`config.mk`:
```
export PLATFORM = sky130hd
export DESIGN_NAME = mutex_with_fifo_waiters_flat
export DESIGN_NICKNAME = d
export VERILOG_FILES = /design/src/design/mwf_pkg.sv /design/src/design/mwf_if.sv /design/src/design/mwf_ring_ram.sv /design/src/design/mutex_with_fifo_waiters.sv /design/src/flat_wrapper.sv
export SDC_FILE = /design/constraint.sdc
export NUM_CORES = 1
export LEC_CHECK = 0
export ABC_CLOCK_PERIOD_IN_PS = 5500
export BUFFER_PORTS_ARGS = -buffer_cell sky130_fd_sc_hd__buf_2
export CAP_MARGIN = 20
export CORE_UTILIZATION = 38
export CTS_CLUSTER_SIZE = 40
export DETAILED_ROUTE_END_ITERATION = 10
export PLACE_DENSITY = 0.52
export SLEW_MARGIN = 20
export SYNTH_ARGS = -nofsm -noshare
export SYNTH_HDL_FRONTEND = slang
export SYNTH_SLANG_ARGS = --single-unit
```
`constraint.sdc`:
```
create_clock -name clk -period 5.5 [get_ports clk]
set_clock_uncertainty 0.1 [all_clocks]
set_input_delay 0 -clock clk [delete_from_list [all_inputs] [get_ports clk]]
set_output_delay 0 -clock clk [all_outputs]
set_load 0.05 [all_outputs]
```
`src/design/mwf_pkg.sv`:
```
// ----------------------------------------------------------------------------
// mwf_pkg
// Shared types, constants and helpers for the fifo handoff mutex.
// ----------------------------------------------------------------------------
package mwf_pkg;

  // wait ring depth and significant thread id bits (ID_BITS up to 8)
  localparam int QUEUE_DEPTH = 16;
  localparam int ID_BITS     = 8;

  localparam int PTR_W  = (QUEUE_DEPTH > 1) ? $clog2(QUEUE_DEPTH) : 1;
  localparam int FILL_W = $clog2(QUEUE_DEPTH + 1);

  localparam logic [7:0] COUNT_MAX = 8'hFF;

  typedef logic [ID_BITS-1:0] id_t;
  typedef logic [PTR_W-1:0]   ptr_t;
  typedef logic [FILL_W-1:0]  fill_t;

  localparam ptr_t  PTR_LAST  = ptr_t'(QUEUE_DEPTH - 1);
  localparam fill_t FILL_FULL = fill_t'(QUEUE_DEPTH);

  // request kinds
  localparam logic KIND_LOCK   = 1'b0;
  localparam logic KIND_UNLOCK = 1'b1;

  // response status codes
  typedef enum logic [1:0] {
    ST_OK   = 2'd0,
    ST_BUSY = 2'd1,
    ST_PERM = 2'd2,
    ST_FULL = 2'd3
  } rsp_status_t;

  // one response item
  typedef struct packed {
    rsp_status_t status;
    logic        granted;
    logic [7:0]  owner_now;
    logic        woken_valid;
    logic [7:0]  woken_thread;
    logic [4:0]  waiting_count;
    logic [7:0]  request_count;
  } rsp_t;

  // ring pointer advance with wrap
  function automatic ptr_t ptr_inc(input ptr_t p);
    ptr_t r;
    if (p == PTR_LAST) begin
      r = '0;
    end else begin
      r = p + ptr_t'(1);
    end
    return r;
  endfunction

endpackage

```
`src/design/mwf_if.sv`:
```
// ----------------------------------------------------------------------------
// mwf_req_if / mwf_rsp_if
// Valid/ready channels for mutex requests and responses.
// ----------------------------------------------------------------------------
interface mwf_req_if;
  logic       valid;
  logic       ready;
  logic       kind;
  logic [7:0] thread_id;

  modport source (output valid, output kind, output thread_id, input ready);
  modport sink   (input valid, input kind, input thread_id, output ready);
endinterface

interface mwf_rsp_if;
  logic       valid;
  logic       ready;
  logic [1:0] status;
  logic       granted;
  logic [7:0] owner_now;
  logic       woken_valid;
  logic [7:0] woken_thread;
  logic [4:0] waiting_count;
  logic [7:0] request_count;

  modport source (
    output valid, output status, output granted, output owner_now,
    output woken_valid, output woken_thread, output waiting_count,
    output request_count, input ready
  );
  modport sink (
    input valid, input status, input granted, input owner_now,
    input woken_valid, input woken_thread, input waiting_count,
    input request_count, output ready
  );
endinterface

```
`src/design/mwf_ring_ram.sv`:
```
// ----------------------------------------------------------------------------
// mwf_ring_ram
// Simple dual-port ring store, one write and one registered read per cycle.
// ----------------------------------------------------------------------------
module mwf_ring_ram #(
  parameter int DEPTH = 16,
  parameter int WIDTH = 8
) (
  input  logic                                    clk,
  input  logic                                    we,
  input  logic [((DEPTH > 1) ? $clog2(DEPTH) : 1)-1:0] waddr,
  input  logic [WIDTH-1:0]                        wdata,
  input  logic                                    re,
  input  logic [((DEPTH > 1) ? $clog2(DEPTH) : 1)-1:0] raddr,
  output logic [WIDTH-1:0]                        rdata
);

  logic [WIDTH-1:0] mem [DEPTH];

  // write port
  always_ff @(posedge clk) begin
    if (we) begin
      mem[waddr] <= wdata;
    end
  end

  // registered read port
  always_ff @(posedge clk) begin
    if (re) begin
      rdata <= mem[raddr];
    end
  end

endmodule

```
`src/design/mutex_with_fifo_waiters.sv`:
```
// ----------------------------------------------------------------------------
// mutex_with_fifo_waiters
// Hardware mutex with owner id, fifo ring of waiters and a request counter.
// ----------------------------------------------------------------------------
// Timing: a response is registered at the edge that takes the request; an
// unlock that hands over to a waiter goes through the ring read port and the
// handoff state. One request per cycle while rsp is ready; none in S_WAKE.
// Reset (synchronous, rst high): mutex free, ring empty, counter zero,
// output register empty; ring contents are not cleared.
module mutex_with_fifo_waiters (
  input  logic      clk,
  input  logic      rst,
  mwf_req_if.sink   req,
  mwf_rsp_if.source rsp
);

  typedef enum logic {S_IDLE, S_WAKE} state_t;

  state_t         state;
  mwf_pkg::id_t   owner;
  mwf_pkg::ptr_t  head;
  mwf_pkg::ptr_t  tail;
  mwf_pkg::fill_t fill;
  logic [7:0]     pending;
  logic           out_valid;
  mwf_pkg::rsp_t  out_rsp;

  mwf_pkg::id_t   owner_next;
  mwf_pkg::ptr_t  head_next;
  mwf_pkg::ptr_t  tail_next;
  mwf_pkg::fill_t fill_next;
  logic [7:0]     pending_next;
  mwf_pkg::rsp_t  res;
  logic           enq;
  logic           hand;
  logic           acc;
  mwf_pkg::id_t   tid;
  mwf_pkg::id_t   rd_data;

  assign tid = req.thread_id[mwf_pkg::ID_BITS-1:0];
  assign req.ready = (state == S_IDLE) && (!out_valid || rsp.ready);
  assign acc = req.valid && req.ready;

  // wait ring storage
  mwf_ring_ram #(
    .DEPTH (mwf_pkg::QUEUE_DEPTH),
    .WIDTH (mwf_pkg::ID_BITS)
  ) u_ring (
    .clk   (clk),
    .we    (acc && enq),
    .waddr (tail),
    .wdata (tid),
    .re    (acc && hand),
    .raddr (head),
    .rdata (rd_data)
  );

  // request decode and next state
  always_comb begin
    owner_next   = owner;
    head_next    = head;
    tail_next    = tail;
    fill_next    = fill;
    pending_next = pending;
    enq          = 1'b0;
    hand         = 1'b0;
    res          = '0;
    res.status   = mwf_pkg::ST_OK;
    if (tid == '0) begin
      res.status = mwf_pkg::ST_PERM;
    end else if (req.kind == mwf_pkg::KIND_LOCK) begin
      if (pending != mwf_pkg::COUNT_MAX) begin
        pending_next = pending + 8'd1;
      end
      priority if (owner == '0) begin
        owner_next  = tid;
        res.granted = 1'b1;
      end else if (owner == tid) begin
        res.status = mwf_pkg::ST_BUSY;
      end else if (fill == mwf_pkg::FILL_FULL) begin
        res.status = mwf_pkg::ST_FULL;
      end else begin
        enq       = 1'b1;
        tail_next = mwf_pkg::ptr_inc(tail);
        fill_next = fill + mwf_pkg::fill_t'(1);
      end
    end else begin
      if (pending != 8'd0) begin
        pending_next = pending - 8'd1;
      end
      priority if (owner != tid) begin
        res.status = mwf_pkg::ST_PERM;
      end else if (fill == '0) begin
        owner_next = '0;
      end else begin
        hand      = 1'b1;
        head_next = mwf_pkg::ptr_inc(head);
        fill_next = fill - mwf_pkg::fill_t'(1);
      end
    end
    res.owner_now     = 8'(owner_next);
    res.waiting_count = 5'(fill_next);
    res.request_count = pending_next;
  end

  // control state and response register
  always_ff @(posedge clk) begin
    if (rst) begin
      state     <= S_IDLE;
      owner     <= '0;
      head      <= '0;
      tail      <= '0;
      fill      <= '0;
      pending   <= '0;
      out_valid <= 1'b0;
    end else begin
      unique case (state)
        S_IDLE: begin
          if (acc) begin
            owner   <= owner_next;
            head    <= head_next;
            tail    <= tail_next;
            fill    <= fill_next;
            pending <= pending_next;
            if (hand) begin
              // any earlier response leaves at this edge
              out_valid <= 1'b0;
              state     <= S_WAKE;
            end else begin
              out_valid <= 1'b1;
              out_rsp   <= res;
            end
          end else if (rsp.ready) begin
            out_valid <= 1'b0;
          end
        end
        S_WAKE: begin
          // ring data for the oldest waiter is now available
          owner                 <= rd_data;
          out_valid             <= 1'b1;
          out_rsp.status        <= mwf_pkg::ST_OK;
          out_rsp.granted       <= 1'b0;
          out_rsp.owner_now     <= 8'(rd_data);
          out_rsp.woken_valid   <= 1'b1;
          out_rsp.woken_thread  <= 8'(rd_data);
          out_rsp.waiting_count <= 5'(fill);
          out_rsp.request_count <= pending;
          state                 <= S_IDLE;
        end
        default: begin
          state <= S_IDLE;
        end
      endcase
    end
  end

  // response port
  assign rsp.valid         = out_valid;
  assign rsp.status        = out_rsp.status;
  assign rsp.granted       = out_rsp.granted;
  assign rsp.owner_now     = out_rsp.owner_now;
  assign rsp.woken_valid   = out_rsp.woken_valid;
  assign rsp.woken_thread  = out_rsp.woken_thread;
  assign rsp.waiting_count = out_rsp.waiting_count;
  assign rsp.request_count = out_rsp.request_count;

  // ring never holds more than its depth
  a_fill_bound: assert property (@(posedge clk) disable iff (rst)
    fill <= mwf_pkg::FILL_FULL)
    else $error("wait ring fill beyond depth");

  // handoff state only follows an accepted handoff request
  a_wake_entry: assert property (@(posedge clk) disable iff (rst)
    $rose(state == S_WAKE) |-> $past(acc && hand))
    else $error("handoff state entered without handoff transfer");

  // a woken thread becomes the owner and the status is ok
  a_woken_owner: assert property (@(posedge clk) disable iff (rst)
    (out_valid && out_rsp.woken_valid) |->
      (out_rsp.owner_now == out_rsp.woken_thread
       && out_rsp.status == mwf_pkg::ST_OK && out_rsp.owner_now != 8'd0))
    else $error("woken thread is not the reported owner");

  // an immediate grant always leaves a nonzero owner
  a_grant_owner: assert property (@(posedge clk) disable iff (rst)
    (out_valid && out_rsp.granted) |->
      (out_rsp.owner_now != 8'd0 && out_rsp.status == mwf_pkg::ST_OK))
    else $error("grant without owner");

endmodule
```
`src/flat_wrapper.sv`:
```
// flat-port wrapper written by rule: the top's interface ports become plain ports
module mutex_with_fifo_waiters_flat 
  (clk, rst, req_valid, req_kind, req_thread_id, req_ready, rsp_valid, rsp_status, rsp_granted, rsp_owner_now, rsp_woken_valid, rsp_woken_thread, rsp_waiting_count, rsp_request_count, rsp_ready);
  mwf_req_if req_i ();
  mwf_rsp_if rsp_i ();
  input  logic clk;
  input  logic rst;
  input wire logic [$bits(req_i.valid)-1:0] req_valid;
  input wire logic [$bits(req_i.kind)-1:0] req_kind;
  input wire logic [$bits(req_i.thread_id)-1:0] req_thread_id;
  output wire logic [$bits(req_i.ready)-1:0] req_ready;
  output wire logic [$bits(rsp_i.valid)-1:0] rsp_valid;
  output wire logic [$bits(rsp_i.status)-1:0] rsp_status;
  output wire logic [$bits(rsp_i.granted)-1:0] rsp_granted;
  output wire logic [$bits(rsp_i.owner_now)-1:0] rsp_owner_now;
  output wire logic [$bits(rsp_i.woken_valid)-1:0] rsp_woken_valid;
  output wire logic [$bits(rsp_i.woken_thread)-1:0] rsp_woken_thread;
  output wire logic [$bits(rsp_i.waiting_count)-1:0] rsp_waiting_count;
  output wire logic [$bits(rsp_i.request_count)-1:0] rsp_request_count;
  input wire logic [$bits(rsp_i.ready)-1:0] rsp_ready;
  assign req_i.valid = req_valid;
  assign req_i.kind = req_kind;
  assign req_i.thread_id = req_thread_id;
  assign req_ready = req_i.ready;
  assign rsp_valid = rsp_i.valid;
  assign rsp_status = rsp_i.status;
  assign rsp_granted = rsp_i.granted;
  assign rsp_owner_now = rsp_i.owner_now;
  assign rsp_woken_valid = rsp_i.woken_valid;
  assign rsp_woken_thread = rsp_i.woken_thread;
  assign rsp_waiting_count = rsp_i.waiting_count;
  assign rsp_request_count = rsp_i.request_count;
  assign rsp_i.ready = rsp_ready;
  mutex_with_fifo_waiters u_core (.clk(clk), .rst(rst), .req(req_i), .rsp(rsp_i));
endmodule
```
==> metrics.yaml <==
status:
  status: "finished clean"
sta:
  fmaxAchievable_mhz: 286
  hold_viol_final: 0
  setup_slack_ns: 2.00
  fin_tns_setup_ns: 0
  rsz0062_at_grt: "no"
  period_needed_ns: 3.50
  fin_crit_sh_pct: 63.6
  finalSetupViolations: 0
  slew_violations: 0
  tightest_slew_ns: 0.839
  relSlewSlack_pct: 42.6
logic_synthesis:
  ys.flop_type: "edfxtp_1"
  ys_seq_area_share_pct: 63.9
  synthTopCellsByCount: "169 x edfxtp_1, 40 x mux4_2, 38 x nor2_1"
  syn_avg_cell_area_um2: 14.7
  yosysWarnings: 0
  syn-cell-area_um2: 8910
  synthArstFlopShare_pct: 0
  ys_top_cells_by_area: "edfxtp_1 57%, mux4_2 10%, dfxtp_1 7.0%"
  synth-edff-count: 169
  synth_nets: 630
  synth.most_common_cell: "edfxtp_1"
  netlist-cell-type-count: 69
  synth_top_area_share_pct: 57.0
  yosysTopAreaCell: "edfxtp_1"
  synth_cells: 607
  synth_seq_cells: 200
die:
  pin_count: 48
  die_h_um: 155
  dieArea_um2: 24100
  die_w_um: 155
  start_util_pct: 39.0
  num_rows: 55
  fp.coreArea_um2: 22800
worst_setup_path:
  reg2reg_slack_ns: 2.00
  arrival_ns: 3.46
  cp.required_ns: 5.46
  cp_slowest_cell: "nor2b_1"
  rr_worst_depth: 5
  timing.rr.start: "u_core.state$_SDFF_PP0_"
  cp_max_fo: 25
  critPathMaxStageDelay_ns: 0.73
  endpoint_kind: "flip-flop"
  r2r_end: "u_core.u_ring.mem[11][1]$_DFFE_PP_"
  crit_type: "flip-flop to flip-flop"
  crit_chain: "inv_1 -> o211ai_1 -> nor3_1 -> nand3_1 -> nor2b_1"
  start_kind: "flip-flop"
grt:
  grt_first_pass_wirelength_um: 32700
  antenna_found_initial: 0
  gr-usage-all-layers_pct: 18.4
  grt_remaining_overflow: 0
  grt_max_degree: 37
  grt_pass1_vias: 5504
worst_hold_path:
  whs_path_depth: 5
  min_to: "u_core.owner[1]$_SDFFE_PP0P_"
  min_from: "rsp_ready"
  holdCritPathClass: "input pin to flip-flop"
power:
  powerDensity_nw_per_um2: 323
  peakVddDrop_mv: 0.183
  power_leakage_uw: 0.00331
  power_uw: 3260
placed_design:
  port_buffers: 47
  placed_area_um2: 9380
  dpl.hpwl_um: 13600
  gp_congestion: 0.914
  preCtsSetupSlack_ns: 1.89
drt:
  wire_per_inst_um: 21.5
  first_iter_violations: 437
  dr.pass1.iters: 4
  dr_total_vias: 5501
  ant_nets: 0
  vias_per_cell: 5.62
  wl_um: 21000
  route.detailed.drc: 0
cts:
  cts_tree: "built"
  htreeDepth: 4
  cts_setup_buffers: 0
  clkTransAtPathRegs_ns: 0.07
  clk_latency_ns: 0.43
  clk_path_buf_depth: 2
  cts_sinks: 200
  cts_buffers: 17
  cts_root_buf: "clkbuf_16"
final_layout:
  syn_to_final_growth_pct: 13.3
  finish.utilization_pct: 44.2
  layout-drive-gt1-share_pct: 21.4
  finalNetCount: 675
  num_antenna_cells: 0
  n_fill_cell: 2085
  final_area_um2: 10100
flow_run:
  maxCapViolations: 0
registers in the layout (all words and copies together) (netlist names):
signal	count
u_core.rsp.request_count	8
u_core.rsp.woken_valid	1
u_core.head	4
u_core.rsp.granted	1
u_core.u_ring.mem	128
u_core.u_ring.rdata	8
u_core.pending	8
u_core.rsp.woken_thread	8
u_core.state	1
u_core.rsp.waiting_count	5
u_core.rsp.valid	1
u_core.fill	5
u_core.rsp.status	2
u_core.rsp.owner_now	8
u_core.owner	8
u_core.tail	4
metal layers:
metal	wire [um]	track usage, %	up-vias
li1	-	-	2512
met1	9580	25.4	2783
met2	10000	29.7	181
met4	408	6.55	0
met5	0	0	-
met3	999	2.59	25
critical path: cells and delay by family (launching register included):
kind | cells | cell delay (ns)
and+or+nand+nor | 3 | 1.61
DFF | 1 | 0.59
buffers and inverters | 1 | 0.47
AOI/OAI and AO/OA | 1 | 0.34
where the power goes:
group          internal, uW  total (uW)  switching, uW
clock                   600        1200            602
sequential             1680        1710           28.2
combinational           112         347            234
per-stage QoR:
stage	hold slack (ns)	cells
3_5_place_dp	0.216	934
4_1_cts	0.0482	977
6_report	0.0622	978
5_1_grt	0.0812	978
3_3_place_gp	0.233	934
2_1_floorplan	-0.00113	607
kinds of logic (layout without fill, tap and decap cells):
group                      Yosys count  count (layout)  share of synthesized area, %
xor gates and xnor gates            12              12                          1.18
DFF                                200             200                          63.9
AOI/OAI and AO/OA                  126             126                          9.90
and+or+nand+nor                    162             162                          10.0
buffers and inverters               52             110                          2.84
muxes                               45              45                          10.7
adders and majority gates           10              10                          1.40
how the worst max path moves through the flow:
stage | start | to | slack [ns] | cells past startpoint
floorplan | u_core.fill[0]$_SDFFE_PP0P_ | u_core.rsp.granted$_SDFFCE_PP0P_ | 1.91 | 7
global placement | u_core.state$_SDFF_PP0_ | u_core.u_ring.mem[3][1]$_DFFE_PP_ | 2.06 | 5
detailed placement | u_core.state$_SDFF_PP0_ | u_core.u_ring.mem[3][2]$_DFFE_PP_ | 1.89 | 5
CTS | u_core.state$_SDFF_PP0_ | u_core.u_ring.mem[3][0]$_DFFE_PP_ | 1.88 | 5
global route | u_core.state$_SDFF_PP0_ | u_core.u_ring.mem[11][1]$_DFFE_PP_ | 1.81 | 5
finish | u_core.state$_SDFF_PP0_ | u_core.u_ring.mem[11][1]$_DFFE_PP_ | 2.00 | 5
what timing repair did:
item,CTS,global route
hold buffers,11,0
endpoints found under the hold margin,129,0
resized for setup,0,0
final cells by class:
| class | instances | area (um^2) | area share (%) |
|---|---|---|---|
| Sequential cell | 200 | 5700 | 56.5 |
| Multi-Input combinational cell | 355 | 2980 | 29.5 |
| Clock buffer | 17 | 425 | 4.22 |
| Timing Repair Buffer | 63 | 403 | 3.99 |
| Tap cell | 313 | 392 | 3.88 |
| Clock inverter | 15 | 140 | 1.39 |
| Inverter | 15 | 56.3 | 0.558 |
layout by cell type (no fill, tap or decap), types with 15 or more instances in the layout:
cell	n
a21oi_1	29
and3_1	15
buf_2	47
clkbuf_16	17
dfxtp_1	30
edfxtp_1	169
mux4_2	40
nand2_1	15
nand3_1	18
nor2_1	38
nor3_1	22
o21ai_0	21
No activity file was read; power rests on OpenSTA's default activity.
